$ cat src/hw/rtl/spca_pkg.sv
// Shared types and constants for the server pool countdown allocator.
// No dependencies; used by spca_ctrl, spca_dp and the top level.
package spca_pkg;

  localparam int MAX_SERVERS = 16;
  localparam int IDX_W       = $clog2(MAX_SERVERS);
  localparam int CNT_W       = $clog2(MAX_SERVERS + 1);
  localparam int DATA_W      = 16;
  localparam int TIME_W      = 18;
  localparam int CFG_W       = 5;

  localparam logic MODE_TICK   = 1'b0;
  localparam logic MODE_ASSIGN = 1'b1;

  typedef struct packed {
    logic load;      // item accepted this cycle
    logic scan;      // walk one active server
    logic clr_ptr;   // rewind pointer for departure walk
    logic emit_dep;  // walk pending departures, load result when possible
    logic emit_one;  // load the single assign / empty-tick result
  } cmd_t;

  typedef struct packed {
    logic scan_done;
    logic is_tick;
    logic any_dep;
    logic last_pend;
    logic out_free;
  } sts_t;

endpackage

$ cat src/hw/rtl/spca_ctrl.sv
// Controller for the server pool allocator: sequences accept, scan and result walk.
// Depends on spca_pkg.
module spca_ctrl (
  input  logic               clk,
  input  logic               rst_n,
  input  logic               in_valid,
  output logic               in_ready,
  input  spca_pkg::sts_t     sts,
  output spca_pkg::cmd_t     cmd
);
  import spca_pkg::*;

  localparam logic [1:0] S_IDLE = 2'd0;
  localparam logic [1:0] S_SCAN = 2'd1;
  localparam logic [1:0] S_EMIT = 2'd2;
  localparam logic [1:0] S_ONE  = 2'd3;

  logic [1:0] state_r;
  logic [1:0] state_nxt;

  assign in_ready = (state_r == S_IDLE);

  always_comb begin
    state_nxt = state_r;
    cmd       = '0;
    case (state_r)
      S_IDLE: begin
        if (in_valid) begin
          cmd.load  = 1'b1;
          state_nxt = S_SCAN;
        end
      end
      S_SCAN: begin
        cmd.scan = 1'b1;
        if (sts.scan_done) begin
          if (sts.is_tick && sts.any_dep) begin
            cmd.clr_ptr = 1'b1;
            state_nxt   = S_EMIT;
          end else begin
            state_nxt = S_ONE;
          end
        end
      end
      S_EMIT: begin
        cmd.emit_dep = 1'b1;
        if (sts.last_pend) begin
          state_nxt = S_IDLE;
        end
      end
      S_ONE: begin
        cmd.emit_one = 1'b1;
        if (sts.out_free) begin
          state_nxt = S_IDLE;
        end
      end
      default: begin
        state_nxt = S_IDLE;
      end
    endcase
  end

  always_ff @(posedge clk) begin
    if (!rst_n) begin
      state_r <= S_IDLE;
    end else begin
      state_r <= state_nxt;
    end
  end

endmodule

$ cat src/hw/rtl/spca_dp.sv
// Datapath for the server pool allocator: server tables, scan pointer,
// status accumulators, config register and the output register. Depends on spca_pkg.
module spca_dp (
  input  logic                             clk,
  input  logic                             rst_n,
  input  spca_pkg::cmd_t                   cmd,
  output spca_pkg::sts_t                   sts,
  input  logic                             cfg_we,
  input  logic [spca_pkg::CFG_W-1:0]       cfg_wdata,
  input  logic                             in_mode,
  input  logic [spca_pkg::IDX_W-1:0]       in_server_index,
  input  logic [spca_pkg::DATA_W-1:0]      in_customer_number,
  input  logic [spca_pkg::DATA_W-1:0]      in_arrival_time,
  input  logic [spca_pkg::DATA_W-1:0]      in_waiting_time,
  input  logic [spca_pkg::DATA_W-1:0]      in_service_time,
  output logic                             out_valid,
  input  logic                             out_stall,
  output logic                             out_departed,
  output logic [spca_pkg::IDX_W-1:0]       out_depart_server,
  output logic [spca_pkg::DATA_W-1:0]      out_depart_customer,
  output logic [spca_pkg::TIME_W-1:0]      out_depart_time,
  output logic                             out_last_result,
  output logic                             out_free_available,
  output logic [spca_pkg::IDX_W-1:0]       out_first_free,
  output logic [spca_pkg::CNT_W-1:0]       out_busy_count,
  output logic                             out_bad_request
);
  import spca_pkg::*;

  localparam logic [CNT_W-1:0] MAX_CNT = CNT_W'(MAX_SERVERS);

  logic [CFG_W-1:0]       sui_r;
  logic [MAX_SERVERS-1:0] busy_r;
  logic [DATA_W-1:0]      rem_r  [MAX_SERVERS];
  logic [DATA_W-1:0]      cust_r [MAX_SERVERS];
  logic [TIME_W-1:0]      fin_r  [MAX_SERVERS];
  logic [MAX_SERVERS-1:0] pend_r;
  logic [CNT_W-1:0]       dep_cnt_r;
  logic [CNT_W-1:0]       ptr_r;
  logic [CNT_W-1:0]       busy_cnt_r;
  logic                   found_r;
  logic [IDX_W-1:0]       first_r;
  logic                   mode_r;
  logic                   bad_r;
  logic                   out_valid_r;
  logic                   out_dep_r;
  logic [IDX_W-1:0]       out_srv_r;
  logic [DATA_W-1:0]      out_cust_r;
  logic [TIME_W-1:0]      out_time_r;
  logic                   out_last_r;
  logic                   out_free_r;
  logic [IDX_W-1:0]       out_first_r;
  logic [CNT_W-1:0]       out_busy_r;
  logic                   out_bad_r;

  logic [CNT_W-1:0]       act;
  logic [IDX_W-1:0]       pidx;
  logic [DATA_W-1:0]      dec;
  logic                   hit_zero;
  logic                   now_busy;
  logic                   scan_step;
  logic                   in_bad;
  logic [DATA_W-1:0]      svc;
  logic [TIME_W-1:0]      fin_sum;
  logic                   out_free;
  logic                   pend_hit;
  logic                   load_dep;
  logic                   load_one;

  assign act       = (sui_r > MAX_CNT) ? MAX_CNT : sui_r;
  assign pidx      = ptr_r[IDX_W-1:0];
  assign dec       = rem_r[pidx] - DATA_W'(1);
  assign hit_zero  = (mode_r == MODE_TICK) && busy_r[pidx] && (dec == '0);
  assign now_busy  = busy_r[pidx] && !hit_zero;
  assign scan_step = cmd.scan && !cmd.clr_ptr && (ptr_r < act);
  assign in_bad    = (in_mode == MODE_ASSIGN) && ({1'b0, in_server_index} >= act);
  assign svc       = (in_service_time == '0) ? DATA_W'(1) : in_service_time;
  assign fin_sum   = TIME_W'(in_arrival_time) + TIME_W'(in_waiting_time) + TIME_W'(svc);
  assign out_free  = !out_valid_r || !out_stall;
  assign pend_hit  = pend_r[pidx];
  assign load_dep  = cmd.emit_dep && pend_hit && out_free;
  assign load_one  = cmd.emit_one && out_free;

  assign sts.scan_done = (ptr_r >= act);
  assign sts.is_tick   = (mode_r == MODE_TICK);
  assign sts.any_dep   = (dep_cnt_r != '0);
  assign sts.last_pend = load_dep && (dep_cnt_r == CNT_W'(1));
  assign sts.out_free  = out_free;

  // config register and control state
  always_ff @(posedge clk) begin
    if (!rst_n) begin
      sui_r       <= CFG_W'(1);
      busy_r      <= '0;
      pend_r      <= '0;
      dep_cnt_r   <= '0;
      ptr_r       <= '0;
      busy_cnt_r  <= '0;
      found_r     <= 1'b0;
      first_r     <= '0;
      mode_r      <= MODE_TICK;
      bad_r       <= 1'b0;
      out_valid_r <= 1'b0;
    end else begin
      if (cfg_we) begin
        sui_r <= cfg_wdata;
      end
      if (cmd.load) begin
        mode_r     <= in_mode;
        bad_r      <= in_bad;
        pend_r     <= '0;
        dep_cnt_r  <= '0;
        ptr_r      <= '0;
        busy_cnt_r <= '0;
        found_r    <= 1'b0;
        first_r    <= '0;
        if ((in_mode == MODE_ASSIGN) && !in_bad) begin
          busy_r[in_server_index] <= 1'b1;
        end
      end else if (cmd.clr_ptr) begin
        ptr_r <= '0;
      end else if (scan_step) begin
        ptr_r      <= ptr_r + CNT_W'(1);
        busy_cnt_r <= busy_cnt_r + CNT_W'(now_busy);
        if (hit_zero) begin
          busy_r[pidx] <= 1'b0;
          pend_r[pidx] <= 1'b1;
          dep_cnt_r    <= dep_cnt_r + CNT_W'(1);
        end
        if (!now_busy && !found_r) begin
          found_r <= 1'b1;
          first_r <= pidx;
        end
      end else if (cmd.emit_dep) begin
        if (load_dep) begin
          pend_r[pidx] <= 1'b0;
          dep_cnt_r    <= dep_cnt_r - CNT_W'(1);
          ptr_r        <= ptr_r + CNT_W'(1);
        end else if (!pend_hit) begin
          ptr_r <= ptr_r + CNT_W'(1);
        end
      end
      if (load_dep || load_one) begin
        out_valid_r <= 1'b1;
      end else if (!out_stall) begin
        out_valid_r <= 1'b0;
      end
    end
  end

  // server tables
  always_ff @(posedge clk) begin
    if (cmd.load && (in_mode == MODE_ASSIGN) && !in_bad) begin
      rem_r[in_server_index]  <= svc;
      cust_r[in_server_index] <= in_customer_number;
      fin_r[in_server_index]  <= fin_sum;
    end else if (scan_step && (mode_r == MODE_TICK) && busy_r[pidx]) begin
      rem_r[pidx] <= dec;
    end
  end

  // output register
  always_ff @(posedge clk) begin
    if (load_dep || load_one) begin
      out_dep_r   <= load_dep;
      out_srv_r   <= load_dep ? pidx : '0;
      out_cust_r  <= load_dep ? cust_r[pidx] : '0;
      out_time_r  <= load_dep ? fin_r[pidx] : '0;
      out_last_r  <= load_one || (dep_cnt_r == CNT_W'(1));
      out_bad_r   <= load_one && bad_r;
      out_free_r  <= found_r;
      out_first_r <= first_r;
      out_busy_r  <= busy_cnt_r;
    end
  end

  assign out_valid           = out_valid_r;
  assign out_departed        = out_dep_r;
  assign out_depart_server   = out_srv_r;
  assign out_depart_customer = out_cust_r;
  assign out_depart_time     = out_time_r;
  assign out_last_result     = out_last_r;
  assign out_free_available  = out_free_r;
  assign out_first_free      = out_first_r;
  assign out_busy_count      = out_busy_r;
  assign out_bad_request     = out_bad_r;

`ifndef SYNTHESIS
  a_pend_count: assert property (@(posedge clk) disable iff (!rst_n)
    $countones(pend_r) == dep_cnt_r)
    else $error("pending departures and departure count disagree");

  a_pend_not_busy: assert property (@(posedge clk) disable iff (!rst_n)
    (pend_r & busy_r) == '0)
    else $error("server pending departure is still busy");

  a_bad_only_assign: assert property (@(posedge clk) disable iff (!rst_n)
    bad_r |-> (mode_r == MODE_ASSIGN))
    else $error("bad request flagged on a tick");

  a_single_load: assert property (@(posedge clk) disable iff (!rst_n)
    !(cmd.emit_dep && cmd.emit_one))
    else $error("two result loads in one cycle");
`endif

endmodule

$ cat src/hw/rtl/server_pool_countdown_allocator_unit.sv
// Server pool countdown allocator: an assign item loads one server; a tick item
// counts down every busy active server and reports each one that frees up.
// Depends on spca_pkg, spca_ctrl and spca_dp.
//
// The single scan pointer sets the pace: one server is counted down and tallied
// per cycle, then the pointer walks the server indices again up to the highest
// departing one, holding on each pending departure while the result side stalls.
// One item is in work at a time; results leave through an output register, and
// every result carries the lowest free server and busy count after the whole item.
// servers_in_use above 16 acts as 16; 0 makes every assign bad and every tick empty.
module server_pool_countdown_allocator_unit (
  input  logic                             clk,
  input  logic                             rst_n,
  input  logic                             cfg_we,
  input  logic [spca_pkg::CFG_W-1:0]       cfg_wdata,
  input  logic                             in_valid,
  output logic                             in_stall,
  input  logic                             in_mode,
  input  logic [spca_pkg::IDX_W-1:0]       in_server_index,
  input  logic [spca_pkg::DATA_W-1:0]      in_customer_number,
  input  logic [spca_pkg::DATA_W-1:0]      in_arrival_time,
  input  logic [spca_pkg::DATA_W-1:0]      in_waiting_time,
  input  logic [spca_pkg::DATA_W-1:0]      in_service_time,
  output logic                             out_valid,
  input  logic                             out_stall,
  output logic                             out_departed,
  output logic [spca_pkg::IDX_W-1:0]       out_depart_server,
  output logic [spca_pkg::DATA_W-1:0]      out_depart_customer,
  output logic [spca_pkg::TIME_W-1:0]      out_depart_time,
  output logic                             out_last_result,
  output logic                             out_free_available,
  output logic [spca_pkg::IDX_W-1:0]       out_first_free,
  output logic [spca_pkg::CNT_W-1:0]       out_busy_count,
  output logic                             out_bad_request
);
  import spca_pkg::*;

  cmd_t cmd;
  sts_t sts;
  logic in_ready;

  assign in_stall = !in_ready;

  spca_ctrl u_ctrl (
    .clk      (clk),
    .rst_n    (rst_n),
    .in_valid (in_valid),
    .in_ready (in_ready),
    .sts      (sts),
    .cmd      (cmd)
  );

  spca_dp u_dp (
    .clk                 (clk),
    .rst_n               (rst_n),
    .cmd                 (cmd),
    .sts                 (sts),
    .cfg_we              (cfg_we),
    .cfg_wdata           (cfg_wdata),
    .in_mode             (in_mode),
    .in_server_index     (in_server_index),
    .in_customer_number  (in_customer_number),
    .in_arrival_time     (in_arrival_time),
    .in_waiting_time     (in_waiting_time),
    .in_service_time     (in_service_time),
    .out_valid           (out_valid),
    .out_stall           (out_stall),
    .out_departed        (out_departed),
    .out_depart_server   (out_depart_server),
    .out_depart_customer (out_depart_customer),
    .out_depart_time     (out_depart_time),
    .out_last_result     (out_last_result),
    .out_free_available  (out_free_available),
    .out_first_free      (out_first_free),
    .out_busy_count      (out_busy_count),
    .out_bad_request     (out_bad_request)
  );

endmodule
$ cat config.mk
export PLATFORM = sky130hd
export DESIGN_NAME = server_pool_countdown_allocator_unit
export DESIGN_NICKNAME = d
export VERILOG_FILES = /design/src/hw/rtl/spca_pkg.sv /design/src/hw/rtl/spca_ctrl.sv /design/src/hw/rtl/spca_dp.sv /design/src/hw/rtl/server_pool_countdown_allocator_unit.sv
export SDC_FILE = /design/constraint.sdc
export NUM_CORES = 1
export LEC_CHECK = 0
export ABC_AREA = 1
export BUFFER_PORTS_ARGS = -buffer_cell sky130_fd_sc_hd__buf_2
export CAP_MARGIN = 20
export CORE_MARGIN = 5
export CORE_UTILIZATION = 25
export DETAILED_ROUTE_END_ITERATION = 8
export GPL_ROUTABILITY_DRIVEN = 0
export HOLD_SLACK_MARGIN = 0.1
export PLACE_DENSITY_LB_ADDON = 0.3
export SYNTH_ARGS = -nofsm -noshare
export SYNTH_HDL_FRONTEND = slang
export SYNTH_SLANG_ARGS = --single-unit
$ cat constraint.sdc
create_clock -name clk -period 6.33 [get_ports clk]
set_clock_uncertainty 0.2 [all_clocks]
set_input_delay 0.9495 -clock clk [delete_from_list [all_inputs] [get_ports clk]]
set_output_delay 0.9495 -clock clk [all_outputs]
set_load 0.05 [all_outputs]
==> impl_metrics.yaml <==
finish:
  area_growth_pct: 16.3
  final_common_cell: "edfxtp_1"
  final_cells: 5708
  layout_common_cells: "851 x edfxtp_1, 538 x nand2_1, 503 x nor2_1"
  drive_gt1_frac: 0.131
  layout.nets: 3696
  fin_util: 0.292
power:
  total_power_mw: 18.3
  static-leakage-power_nw: 15.7
  max-vdd-ir-drop_v: 0.000338
  power.density_nw_per_um2: 402
clocking:
  post_cts_buffers: 0
  cts.repair.resized: 0
  cts_buffers: 100
  cts_htree_levels: 3
  cts_tree: "built"
  insertion_delay_ns: 0.70
  cts-hold-fix-buffers: 0
  cts_sinks: 917
  cts_root_buf: "clkbuf_16"
  path_clk_slew_ns: 0.06
  cts_buffer_depth: 3
detailed_routing:
  drc_errors: 0
  dr.pass1.iters: 5
  first_iter_violations: 2583
  routed_wl_mm: 118
  wl_per_cell_microns: 20.7
  antenna_left: 0
  vias: 26800
  vias_per_cell: 4.69
setup_path:
  critPathRequiredTime_ns: 6.49
  cpMaxStageDelayCell: "nor2_2"
  crit_chain: "nor3_1 > nand2_1 > nand2_1 > nand2_1 > ha_1 > a21o_1 > a221oi_1 > nand2_1 > nand2_1 > nand2_1 > inv_1 > buf_4 > nand2_1 > buf_4 > o21ai_0 > inv_1 > nor2_1 > nand2_1 > nor2_2 > buf_4"
  crit_top_cell: "nand2_1"
  cp_slowest_stage_delay_ns: 0.39
  crit_path_end_kind: "flop"
  crit_type: "flop to flop"
  crit_path_max_fanout: 30
  arrival_ns: 5.09
  critPathLaunchType: "flop"
sta:
  hold_viol: 0
  worst_pin_slew_ns: 1.11
  rsz0062_at_grt: "no"
  max-slew-margin-rel: 0.261
  setup-violations-final: 0
  min_period_ns: 4.93
  maxSlewViolCount: 0
  fin_crit_sh: 0.778
  fmax_ghz: 0.203
  tns_ns: 0
  holdWs_ns: 0.231
floorplan:
  dieArea_sq_um: 165000
  initial_core_util: 0.251
  pin_count: 132
  dieHeight_microns: 406
  dieWidth_microns: 406
  core_sq_um: 156000
  std_cell_rows: 145
global_routing:
  grt_overflow: 0
  grt_pass1_wl_mm: 172
  grt_pass1_vias: 25500
  antenna_found_initial: 10
  gr-usage-all-layers: 0.140
  grt_max_degree: 150
job:
  drv_cap: 0
placement:
  portBuffers: 131
  detailed_place_hpwl_mm: 64.9
  dp_cells: 5516
synthesis:
  synthDistinctLibCells: 51
  ys_ff_latch: 917
  synth_top_area_cell: "edfxtp_1"
  synth_warnings: 0
  synthCells: 3438
  yosysTopAreaCellShare: 0.653
  avgSynthCellArea_sq_um: 11.4
  ys_top_cells_by_area: "edfxtp_1 65%, nand2_1 5.2%, nor2_1 5.0%"
  synth_nets: 3571
  synth_area_sq_um: 39200
  seq_area_frac_synth: 0.686
outcome:
  outcome: "completed"
min_path:
  hp-class: "flop to flop"
[Yosys cell counts (all sizes together)]
master  instances
o211ai         33
nor2          535
nor4            4
nor3           23
or2             2
a21oi          71
edfxtp        851
a21boi          1
and3            1
clkinv          3
inv           190
a41oi          34
a21o            5
o32ai           1
fa              2
o21a            1
nand2         553
and2            1
xor2           28
buf            53
dfxtp          66
ha             52
a31oi          13
nand4           6
o31ai           1
a221oi          1
xnor2          10
clkbuf        150
o21bai          1
a211oi          3
o21ai         411
o22ai         143
nand3         183
nor3b           1
nand3b          1
o221ai          4
[critical path: cells and delay by family (launching register included)]
kind,cells,cell delay [ns]
buffers and inverters,5,1.18
flip-flops,1,0.32
adder cells (fa/ha/maj),1,0.33
AND/OR/NAND/NOR,11,1.67
AO/OA/AOI/OAI,3,0.84
[power breakdown]
group / leakage (nW) / internal [mW] / switching (mW)
clock network: 1.56 / 3.29 / 2.45
registers: 8.16 / 7.15 / 0.121
logic: 6.01 / 1.42 / 3.86
total: 15.7 / 11.9 / 6.43
[worst paths after layout]
check / from / end / slack [ns] / cells after the start
max: u_dp.sui_r[1]$_SDFFE_PN0P_ / u_dp.rem_r[10][4]$_DFFE_PP_ / 1.40 / 20
min: u_dp.first_r[3]$_SDFFE_PP0P_ / u_dp.out_first_free[3]$_DFFE_PP_ / 0.23 / 0
max reg2reg: u_dp.sui_r[1]$_SDFFE_PN0P_ / u_dp.rem_r[10][4]$_DFFE_PP_ / 1.40 / 20
min reg2reg: u_dp.first_r[3]$_SDFFE_PP0P_ / u_dp.out_first_free[3]$_DFFE_PP_ / 0.23 / 0
[layout make-up]
type | count | area, sq um
Clock buffer | 118 | 2590
Antenna cell | 6 | 15.0
Multi-Input combinational cell | 2125 | 10700
Timing Repair Buffer | 226 | 1400
Clock inverter | 65 | 586
Sequential cell | 917 | 26900
Inverter | 193 | 739
Tap cell | 2058 | 2570
Fill cell | 16100 | 110000
[stage by stage]
| stage | setup WS, ns | cell area [sq um] |
|---|---|---|
| floorplan | 1.09 | 39200 |
| global placement | 0.502 | 42300 |
| detailed placement | 0.522 | 42300 |
| CTS | 1.27 | 45500 |
| global route | 0.891 | 45500 |
| finish | 1.40 | 45500 |
[state kept, by name, summed over array words and instances (netlist names), named ones only]
| register | cells |
|---|---|
| u_dp.fin_r | 288 |
| u_dp.cust_r | 256 |
| u_dp.rem_r | 256 |
| u_dp.out_depart_time | 18 |
| u_dp.busy_r | 16 |
| u_dp.out_depart_customer | 16 |
| u_dp.busy_cnt_r | 5 |
| u_dp.dep_cnt_r | 5 |
| u_dp.out_busy_count | 5 |
| u_dp.ptr_r | 5 |
| u_dp.sui_r | 5 |
| u_dp.first_r | 4 |
| u_dp.out_depart_server | 4 |
| u_dp.out_first_free | 4 |
| u_ctrl.state_r | 2 |
| u_dp.bad_r | 1 |
| u_dp.found_r | 1 |
| u_dp.mode_r | 1 |
| u_dp.out_bad_request | 1 |
| u_dp.out_departed | 1 |
| u_dp.out_free_available | 1 |
| u_dp.out_last_result | 1 |
| u_dp.out_valid | 1 |
[per-layer routing]
layer / share of wire / track usage / routed length (microns)
met1: 0.47 / 0.207 / 56100
met2: 0.44 / 0.209 / 51400
met3: 0.067 / 0.0276 / 7880
met4: 0.024 / 0.0382 / 2790
met5: 0.000068 / 0 / 8
[kinds of logic (layout without fill, tap and decap cells)]
group / Yosys count / in the layout / share of synthesized area
adders and majority gates: 54 / 54 / 0.0176
other: 0 / 6 / 0
AOI/OAI and AO/OA: 723 / 723 / 0.105
DFF: 917 / 917 / 0.686
buffers and inverters: 396 / 602 / 0.0441
and+or+nand+nor: 1310 / 1310 / 0.138
xor gates and xnor gates: 38 / 38 / 0.00850
(Power assumes the default switching activity.)
